===== src/sv/llwd_pkg.sv =====
`timescale 1ns / 1ps
// ----------------------------------------------------------------------------
// llwd_pkg: shared types and constants of the least-loaded worker dispatcher
// Holds event and status codes, the worker table size, the reset worker count,
// and the command and status bundles exchanged between the controller and the
// datapath.
// ----------------------------------------------------------------------------
package llwd_pkg;

	localparam logic ACT_DISPATCH = 1'b0;
	localparam logic ACT_SERVED   = 1'b1;

	localparam logic [1:0] ST_OK      = 2'd0;
	localparam logic [1:0] ST_SAT     = 2'd1;
	localparam logic [1:0] ST_INVALID = 2'd2;

	localparam int MAX_WORKERS      = 16;
	localparam int WORKER_COUNT_RST = 16;

	typedef struct packed {
		logic load;
		logic issue;
		logic cmp;
		logic commit;
	} llwd_cmd_t;

	typedef struct packed {
		logic action;
		logic scan_last;
		logic out_free;
	} llwd_stat_t;

endpackage


===== src/sv/llwd_ram.sv =====
`timescale 1ns / 1ps
// ----------------------------------------------------------------------------
// llwd_ram: generic simple dual-port RAM
// One write port and one read port with registered read data.
// ----------------------------------------------------------------------------
module llwd_ram #(
	parameter int WIDTH = 16,
	parameter int DEPTH = 16
) (
	input  logic                                     clk,
	input  logic                                     we,
	input  logic [((DEPTH > 1) ? $clog2(DEPTH) : 1)-1:0] waddr,
	input  logic [WIDTH-1:0]                         wdata,
	input  logic                                     re,
	input  logic [((DEPTH > 1) ? $clog2(DEPTH) : 1)-1:0] raddr,
	output logic [WIDTH-1:0]                         rdata
);

	logic [WIDTH-1:0] mem_q [DEPTH];

	always_ff @(posedge clk) begin
		if (we) begin
			mem_q[waddr] <= wdata;
		end
		if (re) begin
			rdata <= mem_q[raddr];
		end
	end

endmodule


===== src/sv/llwd_dpath.sv =====
`timescale 1ns / 1ps
// ----------------------------------------------------------------------------
// llwd_dpath: datapath of the least-loaded worker dispatcher
// Holds the active worker count, the event registers, the scan pointer, the
// running minimum, the pending-count RAM with its valid bits and the result
// register.
// ----------------------------------------------------------------------------
module llwd_dpath #(
	parameter int COUNT_BITS  = 16
) (
	input  logic                 clk,
	input  logic                 arst_n,
	input  llwd_pkg::llwd_cmd_t  cmd,
	output llwd_pkg::llwd_stat_t stat,
	input  logic                 cfg_we,
	input  logic [4:0]           cfg_worker_count,
	input  logic                 in_action,
	input  logic [15:0]          in_handle,
	input  logic [3:0]           in_start,
	input  logic [3:0]           in_served,
	output logic                 out_valid,
	input  logic                 out_ready,
	output logic [3:0]           out_chosen,
	output logic [15:0]          out_handle,
	output logic [15:0]          out_after,
	output logic [1:0]           out_status
);

	localparam int MAX_WORKERS = llwd_pkg::MAX_WORKERS;
	localparam int IW = (MAX_WORKERS > 1) ? $clog2(MAX_WORKERS) : 1;
	localparam int NW = $clog2(MAX_WORKERS + 1);
	localparam int RST_N = (llwd_pkg::WORKER_COUNT_RST > MAX_WORKERS) ?
		MAX_WORKERS : llwd_pkg::WORKER_COUNT_RST;
	localparam logic [COUNT_BITS-1:0] LIMIT = {COUNT_BITS{1'b1}};

	logic [NW-1:0]         n_q;
	logic                  action_q;
	logic [15:0]           handle_q;
	logic [3:0]            served_q;
	logic                  srv_bad_q;
	logic [IW-1:0]         scan_idx_q;
	logic [NW-1:0]         scan_cnt_q;
	logic                  rd_first_q;
	logic [IW-1:0]         rd_pos_q;
	logic                  rdv_q;
	logic [COUNT_BITS-1:0] best_q;
	logic [IW-1:0]         best_pos_q;
	logic [MAX_WORKERS-1:0] valid_q;
	logic                  out_valid_q;
	logic [3:0]            chosen_q;
	logic [15:0]           hout_q;
	logic [15:0]           after_q;
	logic [1:0]            status_q;

	logic [IW-1:0]         rd_addr;
	logic [COUNT_BITS-1:0] rd_data;
	logic [COUNT_BITS-1:0] rd_val;
	logic [31:0]           cfg_n;
	logic [31:0]           idx_next;
	logic [IW-1:0]         wr_addr;
	logic [COUNT_BITS-1:0] wr_data;
	logic                  wr_en;
	logic [1:0]            st_new;
	logic [COUNT_BITS-1:0] after_new;
	logic                  start_bad;
	logic                  served_bad;

	assign start_bad  = 32'(in_start) >= 32'(n_q);
	assign served_bad = 32'(in_served) >= 32'(n_q);
	assign rd_addr    = action_q ? IW'(32'(served_q)) : scan_idx_q;
	assign rd_val     = rdv_q ? rd_data : '0;
	assign idx_next   = 32'(scan_idx_q) + 32'd1;

	always_comb begin
		cfg_n = 32'(cfg_worker_count);
		if (cfg_n == 32'd0) begin
			cfg_n = 32'd1;
		end else if (cfg_n > 32'(MAX_WORKERS)) begin
			cfg_n = 32'(MAX_WORKERS);
		end
	end

	always_comb begin
		wr_addr   = best_pos_q;
		wr_data   = best_q;
		wr_en     = 1'b0;
		st_new    = llwd_pkg::ST_OK;
		after_new = best_q;
		if (action_q == llwd_pkg::ACT_DISPATCH) begin
			if (best_q == LIMIT) begin
				st_new = llwd_pkg::ST_SAT;
			end else begin
				after_new = best_q + COUNT_BITS'(1);
				wr_data   = after_new;
				wr_en     = cmd.commit;
			end
		end else begin
			wr_addr = IW'(32'(served_q));
			if (srv_bad_q || best_q == '0) begin
				st_new    = llwd_pkg::ST_INVALID;
				after_new = '0;
			end else begin
				after_new = best_q - COUNT_BITS'(1);
				wr_data   = after_new;
				wr_en     = cmd.commit;
			end
		end
	end

	llwd_ram #(
		.WIDTH(COUNT_BITS),
		.DEPTH(MAX_WORKERS)
	) u_count_ram (
		.clk  (clk),
		.we   (wr_en),
		.waddr(wr_addr),
		.wdata(wr_data),
		.re   (cmd.issue),
		.raddr(rd_addr),
		.rdata(rd_data)
	);

	always_ff @(posedge clk or negedge arst_n) begin
		if (!arst_n) begin
			n_q         <= NW'(RST_N);
			valid_q     <= '0;
			out_valid_q <= 1'b0;
		end else begin
			if (cfg_we) begin
				n_q <= NW'(cfg_n);
			end
			if (wr_en) begin
				valid_q[wr_addr] <= 1'b1;
			end
			if (cmd.commit) begin
				out_valid_q <= 1'b1;
			end else if (out_ready) begin
				out_valid_q <= 1'b0;
			end
		end
	end

	always_ff @(posedge clk) begin
		if (cmd.load) begin
			action_q   <= in_action;
			handle_q   <= in_handle;
			served_q   <= in_served;
			srv_bad_q  <= served_bad;
			scan_idx_q <= start_bad ? '0 : IW'(32'(in_start));
			scan_cnt_q <= '0;
		end
		if (cmd.issue) begin
			scan_idx_q <= (idx_next >= 32'(n_q)) ? '0 : IW'(idx_next);
			scan_cnt_q <= scan_cnt_q + NW'(1);
			rd_first_q <= action_q || scan_cnt_q == '0;
			rd_pos_q   <= rd_addr;
			rdv_q      <= valid_q[rd_addr];
		end
		if (cmd.cmp && (rd_first_q || rd_val < best_q)) begin
			best_q     <= rd_val;
			best_pos_q <= rd_pos_q;
		end
		if (cmd.commit) begin
			chosen_q <= action_q ? served_q : 4'(best_pos_q);
			hout_q   <= action_q ? 16'd0 : handle_q;
			after_q  <= 16'(32'(after_new));
			status_q <= st_new;
		end
	end

	assign stat.action    = action_q;
	assign stat.scan_last = 32'(scan_cnt_q) == 32'(n_q) - 32'd1;
	assign stat.out_free  = !out_valid_q || out_ready;

	assign out_valid  = out_valid_q;
	assign out_chosen = chosen_q;
	assign out_handle = hout_q;
	assign out_after  = after_q;
	assign out_status = status_q;

	assert property (@(posedge clk) disable iff (!arst_n)
		n_q != '0 && 32'(n_q) <= 32'(MAX_WORKERS))
		else $error("Active worker count left its legal range.");

	assert property (@(posedge clk) disable iff (!arst_n)
		cmd.issue && !action_q |-> 32'(scan_cnt_q) < 32'(n_q))
		else $error("Scan read more workers than are active.");

	assert property (@(posedge clk) disable iff (!arst_n)
		cmd.commit |=> out_valid_q)
		else $error("Committed result did not reach the output register.");

	assert property (@(posedge clk) disable iff (!arst_n)
		out_valid_q && status_q == llwd_pkg::ST_INVALID |-> after_q == 16'd0)
		else $error("Ignored served event reported a nonzero count.");

endmodule


===== src/sv/llwd_ctrl.sv =====
`timescale 1ns / 1ps
// ----------------------------------------------------------------------------
// llwd_ctrl: controller of the least-loaded worker dispatcher
// Sequences event acceptance, the cyclic scan of pending counts, the final
// compare and the update and result write-back.
// ----------------------------------------------------------------------------
module llwd_ctrl (
	input  logic                 clk,
	input  logic                 arst_n,
	input  logic                 in_valid,
	output logic                 in_ready,
	input  llwd_pkg::llwd_stat_t stat,
	output llwd_pkg::llwd_cmd_t  cmd
);

	localparam logic [2:0] S_IDLE   = 3'd0;
	localparam logic [2:0] S_SCAN   = 3'd1;
	localparam logic [2:0] S_SRV    = 3'd2;
	localparam logic [2:0] S_DRAIN  = 3'd3;
	localparam logic [2:0] S_COMMIT = 3'd4;

	logic [2:0] state_q;
	logic [2:0] state_d;
	logic       cmp_pend_q;

	assign in_ready   = state_q == S_IDLE;
	assign cmd.load   = in_ready && in_valid;
	assign cmd.issue  = state_q == S_SCAN || state_q == S_SRV;
	assign cmd.cmp    = cmp_pend_q;
	assign cmd.commit = state_q == S_COMMIT && stat.out_free;

	always_comb begin
		state_d = state_q;
		unique case (state_q)
			S_IDLE: begin
				if (in_valid) begin
					state_d = (stat.action == llwd_pkg::ACT_SERVED) ? S_SRV : S_SCAN;
				end
			end
			S_SCAN: begin
				if (stat.scan_last) begin
					state_d = S_DRAIN;
				end
			end
			S_SRV: begin
				state_d = S_DRAIN;
			end
			S_DRAIN: begin
				state_d = S_COMMIT;
			end
			S_COMMIT: begin
				if (stat.out_free) begin
					state_d = S_IDLE;
				end
			end
			default: begin
				state_d = S_IDLE;
			end
		endcase
	end

	always_ff @(posedge clk or negedge arst_n) begin
		if (!arst_n) begin
			state_q    <= S_IDLE;
			cmp_pend_q <= 1'b0;
		end else begin
			state_q    <= state_d;
			cmp_pend_q <= cmd.issue;
		end
	end

	assert property (@(posedge clk) disable iff (!arst_n)
		state_q == S_DRAIN |=> state_q == S_COMMIT)
		else $error("Final compare was not followed by the update.");

	assert property (@(posedge clk) disable iff (!arst_n)
		state_q == S_DRAIN |-> cmp_pend_q)
		else $error("Final compare ran without a read in flight.");

	assert property (@(posedge clk) disable iff (!arst_n)
		cmd.commit |=> state_q == S_IDLE)
		else $error("Controller did not return to idle after the update.");

endmodule


===== src/sv/least_loaded_worker_dispatch.sv =====
`timescale 1ns / 1ps
// ----------------------------------------------------------------------------
// least_loaded_worker_dispatch: join-shortest-queue dispatcher
// Keeps a pending-job count per worker. Dispatch events pick the first worker
// with the smallest count in a cyclic scan and increment it unless saturated;
// served events decrement the named active worker's count unless it is zero.
//
// Channel   Direction  Transaction         Contents
// s_axis    in         event               tdata, tuser = action
// m_axis    out        result              tdata, tuser = status
// cfg       in         register write      cfg_data = worker_count
//
// A dispatch makes one registered RAM read per active worker, then a final
// compare and the update. A served event makes a single read of the named
// worker's count, then the final compare and the update. The controller
// returns to idle after the update before it accepts the next event.
// One event is in work at a time.
// Reset sets worker_count to 16 and all counts to zero via per-entry valid
// bits, with no clearing pass. A stalled result holds the update step; a new
// event may be accepted while a result waits in the output register.
// ----------------------------------------------------------------------------
module least_loaded_worker_dispatch #(
	parameter int COUNT_BITS  = 16
) (
	input  logic        clk,
	input  logic        arst_n,
	input  logic        s_tvalid,
	output logic        s_tready,
	// [15:0] client_handle, [19:16] start_offset, [23:20] served_worker
	input  logic [23:0] s_tdata,
	// [0] action
	input  logic [0:0]  s_tuser,
	output logic        m_tvalid,
	input  logic        m_tready,
	// [3:0] chosen_worker, [19:4] handle_out, [35:20] pending_after, [39:36] zero
	output logic [39:0] m_tdata,
	// [1:0] status
	output logic [1:0]  m_tuser,
	input  logic        cfg_valid,
	output logic        cfg_ready,
	input  logic [4:0]  cfg_data
);

	llwd_pkg::llwd_cmd_t  cmd;
	llwd_pkg::llwd_stat_t stat;
	llwd_pkg::llwd_stat_t dp_stat;
	logic [3:0]           chosen;
	logic [15:0]          hout;
	logic [15:0]          after;

	assign cfg_ready = 1'b1;

	always_comb begin
		stat = dp_stat;
		if (s_tready) begin
			stat.action = s_tuser[0];
		end
	end

	llwd_ctrl u_ctrl (
		.clk     (clk),
		.arst_n  (arst_n),
		.in_valid(s_tvalid),
		.in_ready(s_tready),
		.stat    (stat),
		.cmd     (cmd)
	);

	llwd_dpath #(
		.COUNT_BITS (COUNT_BITS)
	) u_dpath (
		.clk             (clk),
		.arst_n          (arst_n),
		.cmd             (cmd),
		.stat            (dp_stat),
		.cfg_we          (cfg_valid),
		.cfg_worker_count(cfg_data),
		.in_action       (s_tuser[0]),
		.in_handle       (s_tdata[15:0]),
		.in_start        (s_tdata[19:16]),
		.in_served       (s_tdata[23:20]),
		.out_valid       (m_tvalid),
		.out_ready       (m_tready),
		.out_chosen      (chosen),
		.out_handle      (hout),
		.out_after       (after),
		.out_status      (m_tuser)
	);

	assign m_tdata = {4'd0, after, hout, chosen};

endmodule


===== config.mk =====
export PLATFORM = sky130hd
export DESIGN_NAME = least_loaded_worker_dispatch
export DESIGN_NICKNAME = d
export VERILOG_FILES = /design/src/sv/llwd_pkg.sv /design/src/sv/llwd_ram.sv /design/src/sv/llwd_dpath.sv /design/src/sv/llwd_ctrl.sv /design/src/sv/least_loaded_worker_dispatch.sv
export SDC_FILE = /design/constraint.sdc
export NUM_CORES = 1
export LEC_CHECK = 0
export BUFFER_PORTS_ARGS = -buffer_cell sky130_fd_sc_hd__buf_4
export CAP_MARGIN = 20
export CORE_MARGIN = 2
export CORE_UTILIZATION = 60
export CTS_CLUSTER_DIAMETER = 30
export DETAILED_ROUTE_END_ITERATION = 12
export GPL_ROUTABILITY_DRIVEN = 0
export PLACE_DENSITY_LB_ADDON = 0.2
export SYNTH_ARGS = -nofsm -noshare
export SYNTH_HDL_FRONTEND = slang
export SYNTH_HIERARCHICAL = 1
export SYNTH_SLANG_ARGS = --single-unit

===== constraint.sdc =====
create_clock -name clk -period 5.75 [get_ports clk]
set_clock_uncertainty 0.2 [all_clocks]
set_input_delay 1.725 -clock clk [delete_from_list [all_inputs] [get_ports clk]]
set_output_delay 1.725 -clock clk [all_outputs]
set_load 0.03 [all_outputs]

==> impl_summary.log, run 1 <==
[metrics] CP endpoint kind: flip-flop
[metrics] prevailing post-synth register cell: edfxtp_1
[metrics] Critical-path top delay cell: nor2_1
[metrics] cell accounting for the most synthesized area: edfxtp_1
[metrics] portion of the post-synthesis area used by sequential elements: between 60% and 70%
[metrics] Netlist cell types: 80
[metrics] detailed-route via count: 9909
[metrics] Die Span X: 172 um
[metrics] Vias/cell: approximately 6.2
[metrics] time the worst path needs with I/O delays and setup: ~3700 ps
[metrics] total routing usage reported by global routing: 26.3%
[metrics] post-cts gate resize count: 0
[metrics] hold-fix buffer count after cts: 0
[metrics] GRT overflow: 0
[metrics] pin count of the biggest net entering global routing: 46
[metrics] Critical Setup Path Class: flip-flop to flip-flop
[metrics] number of global-route vias before repair: around 10000
[metrics] count of synthesis-stage warnings from yosys: 6
[metrics] power density of the placed cells: 561 nW/um^2
[metrics] layout cell share with drive strength beyond 1: 26.9%
[metrics] instance area after placement: 18000 sq um
[metrics] syn avg cell area: between 15 and 20 sq um
[metrics] status: complete, no violations
[metrics] proportion of netlist area held by the largest area contributor: 65.0%
[metrics] number of antenna violations at the first check in global routing: 0
[metrics] starting density of the core: between 60% and 70%
[metrics] post-route DRC violation count: 0
[metrics] worst-skew pair later-pin latency: ~560 ps
[metrics] number of pins with negative max-slew slack in the final report: 0
[metrics] first-pass GRT wire length: ~57000 um
[metrics] worst-path fanout max: 20
[metrics] Antenna Nets Post-Route: 0
[metrics] number of diodes: 0
[metrics] row count: 61
[metrics] synthesis-stage register bit count: just under 400
[metrics] cell chosen for the clock root: clkbuf_16
[metrics] classification of the worst-slack hold path: flip-flop to flip-flop
[metrics] cell area after technology mapping: ~17000 sq um
[metrics] final setup violation count: 0
[metrics] number of flops mapped to enable cells by yosys: around 370
[metrics] post-detailed-placement half-perimeter wirelength: between 20000 and 25000 um
[metrics] total wirelength of the detailed-routed design: 37800 um
[metrics] Arr. time, crit path: between 3000 and 4000 ps
[metrics] leading cell type by number of instances after synthesis: edfxtp_1
[metrics] final hold vios: 0
[metrics] tightest hold margin: 227 ps
[metrics] cell count after synthesis: roughly 1000
[metrics] number of buffers inserted during clock tree synthesis: 73
[metrics] standard cell core area: between 20000 and 30000 sq um
[metrics] Max-cap violations: 0
[metrics] reported leakage power: 0.00737 uW
[metrics] die area: slightly below 30000 sq um
[metrics] max-slew headroom at the worst pin: around a quarter
[metrics] cell types with the largest area share after synthesis: edfxtp_1, mux4_2, dfrtp_1
[metrics] length of the first detailed-routing pass in iterations: 6
[metrics] unrepaired setup endpoints after global routing: false
[metrics] setup_tns: 0 ps
[metrics] clock tree from TritonCTS: yes
[metrics] post-route cell area: roughly 20000 sq um
[metrics] Synth top cells by count: edfxtp_1, mux4_2, nand2_1
[metrics] FFs w/ async S/R, synth: about 6.6%
[metrics] Iteration-0 DRC Markers: between 1000 and 1500
[metrics] Most Frequent Cell on Critical Path: buf_4
[metrics] number of sinks on the clock net: 393
[metrics] Least-Margin Pin Slew: around 1100 ps
[metrics] highest cell delay on the worst timing path: ~600 ps
[metrics] worst-case clock buffer depth: 3
[metrics] total setup buffers inserted after CTS: 0
[metrics] Port Buffer Count: 74
[metrics] H-Tree Depth: 3
[metrics] Layout Area Growth over Synthesis: 20.3%
[metrics] series of cell instances along the critical path: inv_1 > ha_1 > nor4b_1 > and4_4 > o21ai_2 > and3_1 > buf_4 > nand3b_1 > nor2_1 > buf_4
[metrics] routed length per instance: around 24 um
[metrics] Post-layout nets: about 1200
[metrics] Clock transition at path regs: roughly 60 ps
[metrics] critical path data required time: 5800 ps
[metrics] maximum clock frequency: 0.273 GHz
[metrics] ratio of final minimum period to clock period: between 60% and 70%
[metrics] Max rail drop VDD: ~350 uV
[metrics] element type at the critical path start: flip-flop
[metrics] die height: about 170 um
[metrics] number of I/O pins: 80
-- final cells by class --
cell class                      instances  area (sq um)
Clock buffer                           80          1870
Clock inverter                         55           547
Fill cell                            1656          7370
Inverter                               42           160
Multi-Input combinational cell        536          4840
Sequential cell                       393         11700
Tap cell                              378           473
Timing Repair Buffer                  112           841
-- layer usage --
layer,GRT usage [%],vias to the layer above,share of wire [%]
li1,-,4336,-
met1,34.8,4943,40
met2,43.6,528,49
met3,5.24,102,8.1
met4,10.2,0,3.4
met5,0,-,0
-- cells in the final DEF (no fill, tap or decap), types with 10 or more instances in the layout --
| cell | count |
|---|---|
| a21oi_1 | 25 |
| a22oi_1 | 32 |
| nor3_1 | 16 |
| nor2b_1 | 20 |
| xnor2_1 | 25 |
| ha_1 | 36 |
| mux4_2 | 55 |
| clkinv_1 | 10 |
| nand2b_1 | 10 |
| edfxtp_1 | 367 |
| o21ai_0 | 23 |
| mux4_1 | 10 |
| and2_1 | 24 |
| buf_4 | 112 |
| clkinvlp_4 | 11 |
| clkinv_2 | 11 |
| inv_1 | 40 |
| inv_6 | 10 |
| mux2i_1 | 16 |
| clkbuf_16 | 74 |
| nand2_1 | 45 |
| nand3_1 | 12 |
| nor2_1 | 37 |
| dfrtp_1 | 25 |
-- worst max-delay path, delay by kind of cell, from the launching register on --
kind	cells	cell delay, ps
adder cells (fa/ha/maj)	1	230
flip-flops	1	450
buffers and inverters	3	740
AND/OR/NAND/NOR	5	1410
AO/OA/AOI/OAI	1	310
-- worst paths after layout --
check | slack [ps] | start | endpoint | cells past startpoint
hold / removal | 230 | u_dpath/rd_pos_q[3]$_DFFE_PP_ | u_dpath/best_pos_q[3]$_DFFE_PP_ | 0
max in group asynchronous | 4160 | arst_n | u_dpath/n_q[4]$_DFFE_PN1P_ | 1
setup / recovery | 2090 | u_dpath/best_q[0]$_DFFE_PP_ | u_dpath/u_count_ram/mem_q[5][3]$_DFFE_PP_ | 10
setup reg to reg | 2090 | u_dpath/best_q[0]$_DFFE_PP_ | u_dpath/u_count_ram/mem_q[5][3]$_DFFE_PP_ | 10
min in group asynchronous | 880 | arst_n | u_dpath/valid_q[11]$_DFFE_PN0P_ | 1
hold reg to reg | 230 | u_dpath/rd_pos_q[3]$_DFFE_PP_ | u_dpath/best_pos_q[3]$_DFFE_PP_ | 0
-- power by group --
part	switching (uW)	internal (uW)
sequential	328	3990
combinational	1900	1090
clock	1450	2690
total	3670	7770
-- state kept, by name, summed over array words and instances (netlist names) --
signal                     cells
u_dpath/u_count_ram/mem_q    256
u_dpath/best_q                16
u_dpath/handle_q              16
u_dpath/out_after             16
u_dpath/out_handle            16
u_dpath/u_count_ram/rdata     16
u_dpath/valid_q               16
u_dpath/n_q                    5
u_dpath/scan_cnt_q             5
u_dpath/best_pos_q             4
u_dpath/out_chosen             4
u_dpath/rd_pos_q               4
u_dpath/scan_idx_q             4
u_dpath/served_q               4
u_ctrl/state_q                 3
u_dpath/out_status             2
u_ctrl/cmp_pend_q              1
u_dpath/action_q               1
u_dpath/out_valid              1
u_dpath/rd_first_q             1
u_dpath/rdv_q                  1
u_dpath/srv_bad_q              1
-- per-stage QoR --
stage / util (%) / total power [uW] / instances / worst slack, ps
3_5_place_dp: 64.7 / 7230 / 1457 / 1630
5_1_grt: 73.5 / 11900 / 1596 / 1910
2_1_floorplan: - / 6330 / 1028 / 102
4_1_cts: 73.4 / 11400 / 1592 / 2100
3_3_place_gp: 64.7 / 7150 / 1457 / 1670
6_report: 73.5 / 11400 / 1596 / 2090
-- logic make-up after synthesis --
| group | Yosys count | share of synthesized area (%) |
|---|---|---|
| AO/OA/AOI/OAI | 159 | 6.69 |
| multiplexers | 83 | 10.0 |
| XOR/XNOR | 30 | 1.55 |
| adder cells (fa/ha/maj) | 36 | 2.65 |
| other | 2 | 0.0443 |
| buffers and inverters | 99 | 2.93 |
| flip-flops | 393 | 68.8 |
| AND/OR/NAND/NOR | 223 | 7.32 |
No activity file was read; power rests on OpenSTA's default activity.
==> run 2: changes to the inputs <==
Settings changed: CORE_UTILIZATION 60 to 55.
Clock period 5.75 ns to 3.3 ns, I/O delays scaled along.
==> impl_summary.log, run 2 (synthesis gave the netlist of run 1 again) <==
[metrics] Iteration-0 DRC Markers: 1083 (was 1118)
[metrics] post-route cell area: 21000 sq um (was 20400 sq um)
[metrics] routed length per instance: 23.3 um (was 23.7 um)
[metrics] number of global-route vias before repair: 10201 (was 10014)
[metrics] length of the first detailed-routing pass in iterations: 6 (unchanged)
[metrics] count of cells along the worst register-to-register path: 8 (was 10)
[metrics] die height: 180 um (was 172 um)
[metrics] element type at the critical path start: flip-flop (unchanged)
[metrics] H-Tree Depth: 3 (unchanged)
[metrics] register with the most flip-flops: u_dpath/u_count_ram/mem_q (unchanged)
[metrics] Vias/cell: 6.01 (was 6.21)
[metrics] power density of the placed cells: 982 nW/um^2 (was 561 nW/um^2)
[metrics] clock tree from TritonCTS: yes (unchanged)
[metrics] number of diodes: 0 (unchanged)
[metrics] detailed-route via count: 9876 (was 9909)
[metrics] hold-fix buffer count after cts: 0 (unchanged)
[metrics] reported leakage power: 0.00761 uW (was 0.00737 uW)
[metrics] Clock transition at path regs: 50 ps (was 60 ps)
[metrics] Max-cap violations: 0 (unchanged)
[metrics] critical path data required time: 3380 ps (was 5800 ps)
[metrics] worst-case clock buffer depth: 3 (unchanged)
[metrics] Max rail drop VDD: 669 uV (was 349 uV)
[metrics] number of antenna violations at the first check in global routing: 0 (unchanged)
[metrics] GRT overflow: 0 (unchanged)
[metrics] time the worst path needs with I/O delays and setup: 3100 ps (was 3660 ps)
[metrics] post-route DRC violation count: 0 (unchanged)
[metrics] max FFs per register: 256 (unchanged)
[metrics] Antenna Nets Post-Route: 0 (unchanged)
[metrics] Die Span X: 180 um (was 172 um)
[metrics] first-pass GRT wire length: 59700 um (was 57400 um)
[metrics] most common cell after layout, fill and taps aside: edfxtp_1 (unchanged)
[metrics] ratio of final minimum period to clock period: 94.0% (was 63.7%)
[metrics] commonest non-fill, non-tap cells in the layout: edfxtp_1, buf_4, clkbuf_16 (unchanged)
[metrics] worst-skew pair later-pin latency: 580 ps (was 560 ps)
[metrics] Layout Area Growth over Synthesis: 23.5% (was 20.3%)
[metrics] post-detailed-placement half-perimeter wirelength: 25300 um (was 22500 um)
[metrics] standard cell core area: 30500 sq um (was 27800 sq um)
[metrics] total routing usage reported by global routing: 24.1% (was 26.3%)
[metrics] classification of the worst-slack hold path: primary input to async pin (was flip-flop to flip-flop)
[metrics] Least-Margin Pin Slew: 786 ps (was 1100 ps)
[metrics] starting density of the core: 55.6% (was 61.1%)
[metrics] Critical Setup Path Class: flip-flop to flip-flop (unchanged)
[metrics] number of I/O pins: 80 (unchanged)
[metrics] final hold vios: 0 (unchanged)
[metrics] Placed Cells: 1507 (was 1457)
[metrics] cell chosen for the clock root: clkbuf_16 (unchanged)
[metrics] layout cell share with drive strength beyond 1: 29.4% (was 26.9%)
[metrics] total wirelength of the detailed-routed design: 38300 um (was 37800 um)
[metrics] maximum clock frequency: 0.322 GHz (was 0.273 GHz)
[metrics] instance area after placement: 18400 sq um (was 18000 sq um)
[metrics] unrepaired setup endpoints after global routing: false (unchanged)
[metrics] max-slew headroom at the worst pin: 47.1% (was 26.5%)
[metrics] CP endpoint kind: flip-flop (unchanged)
[metrics] number of pins with negative max-slew slack in the final report: 0 (unchanged)
[metrics] final setup violation count: 0 (unchanged)
[metrics] die area: 32300 sq um (was 29600 sq um)
[metrics] row count: 64 (was 61)
[metrics] worst-path fanout max: 19 (was 20)
[metrics] status: complete, no violations (unchanged)
[metrics] Port Buffer Count: 74 (unchanged)
[metrics] Post-layout nets: 1259 (was 1229)
[metrics] number of sinks on the clock net: 393 (unchanged)
[metrics] Arr. time, crit path: 3190 ps (was 3710 ps)
[metrics] number of buffers inserted during clock tree synthesis: 75 (was 73)
[metrics] pin count of the biggest net entering global routing: 40 (was 46)
[metrics] number of cells in the finished layout apart from fillers: 1644 (was 1596)
-- run 2: changes by cell type in the layout (fill, tap and decap cells not counted), moves of 3 or more --
cell,delta
nor3_2,-3
clkinv_1,-3
buf_12,+7
clkinv_16,+3
nor2_4,+3
inv_6,-6
nor2_1,-4
inv_8,+4
nor3_4,+3
buf_4,+21
-- run 2: cell type report --
type                    instances  area [sq um]
clock buffers                  83          1930
repair buffers                140          1140
multi-input cells             536          4900
inverters                      42           160
flip-flops and latches        393         11700
well taps                     396           495
clock inverters                54           661
fillers                      1989          9550
-- run 2: worst max-delay path: stages, from the launching register on --
cell and delay, ps:
edfxtp_1 660, nand3_2 270, nor3_1 430, nand2_1 250
and3_4 240, buf_4 210, nand3b_1 240, nor2_1 90
buf_4 230
-- run 2: per-stage QoR --
| stage | util [%] | worst slack, ps | TNS, ps | power [uW] | hold slack, ps |
|---|---|---|---|---|---|
| 2_1_floorplan | - | -245 | -37060 | 11100 | 200 |
| 5_1_grt | 68.7 | 54.6 | 0 | 21500 | 150 |
| 3_5_place_dp | 60.2 | 219 | 0 | 13000 | 205 |
| 4_1_cts | 68.7 | 189 | 0 | 20700 | 132 |
| 6_report | 68.7 | 198 | 0 | 20600 | 142 |
| 3_3_place_gp | 60.2 | 266 | 0 | 12900 | 201 |
-- run 2: layer usage --
metal | up-vias | GRT usage (%) | part of all wire [%]
li1 | 4398 | - | -
met1 | 4953 | 32.6 | 41
met2 | 428 | 39.4 | 49
met3 | 97 | 4.15 | 6.2
met4 | 0 | 9.98 | 3.7
met5 | - | 0 | 0
-- run 2: repair_timing --
| item | CTS | global route |
|---|---|---|
| setup buffers | 0 | 0 |
| hold endpoints to repair | 0 | 0 |
| resized for setup | 0 | 2 |
| endpoints found under the setup margin | 0 | 17 |
-- run 2: final timing paths --
kind | start | endpoint | slack [ps]
worst max register to register | u_dpath/best_q[9]$_DFFE_PP_ | u_dpath/u_count_ram/mem_q[9][13]$_DFFE_PP_ | 200
min in group clk | u_dpath/rd_pos_q[0]$_DFFE_PP_ | u_dpath/best_pos_q[0]$_DFFE_PP_ | 210
worst min register to register | u_dpath/rd_pos_q[0]$_DFFE_PP_ | u_dpath/best_pos_q[0]$_DFFE_PP_ | 210
max in group asynchronous | arst_n | u_dpath/n_q[4]$_DFFE_PN1P_ | 2440
worst max-delay path | u_dpath/best_q[9]$_DFFE_PP_ | u_dpath/u_count_ram/mem_q[9][13]$_DFFE_PP_ | 200
worst min-delay path | arst_n | u_ctrl/state_q[1]$_DFFE_PN0P_ | 140
-- run 2: where the power goes --
group / switching (uW) / internal (uW)
logic: 3430 / 2060
registers: 572 / 6950
clock network: 2640 / 4940
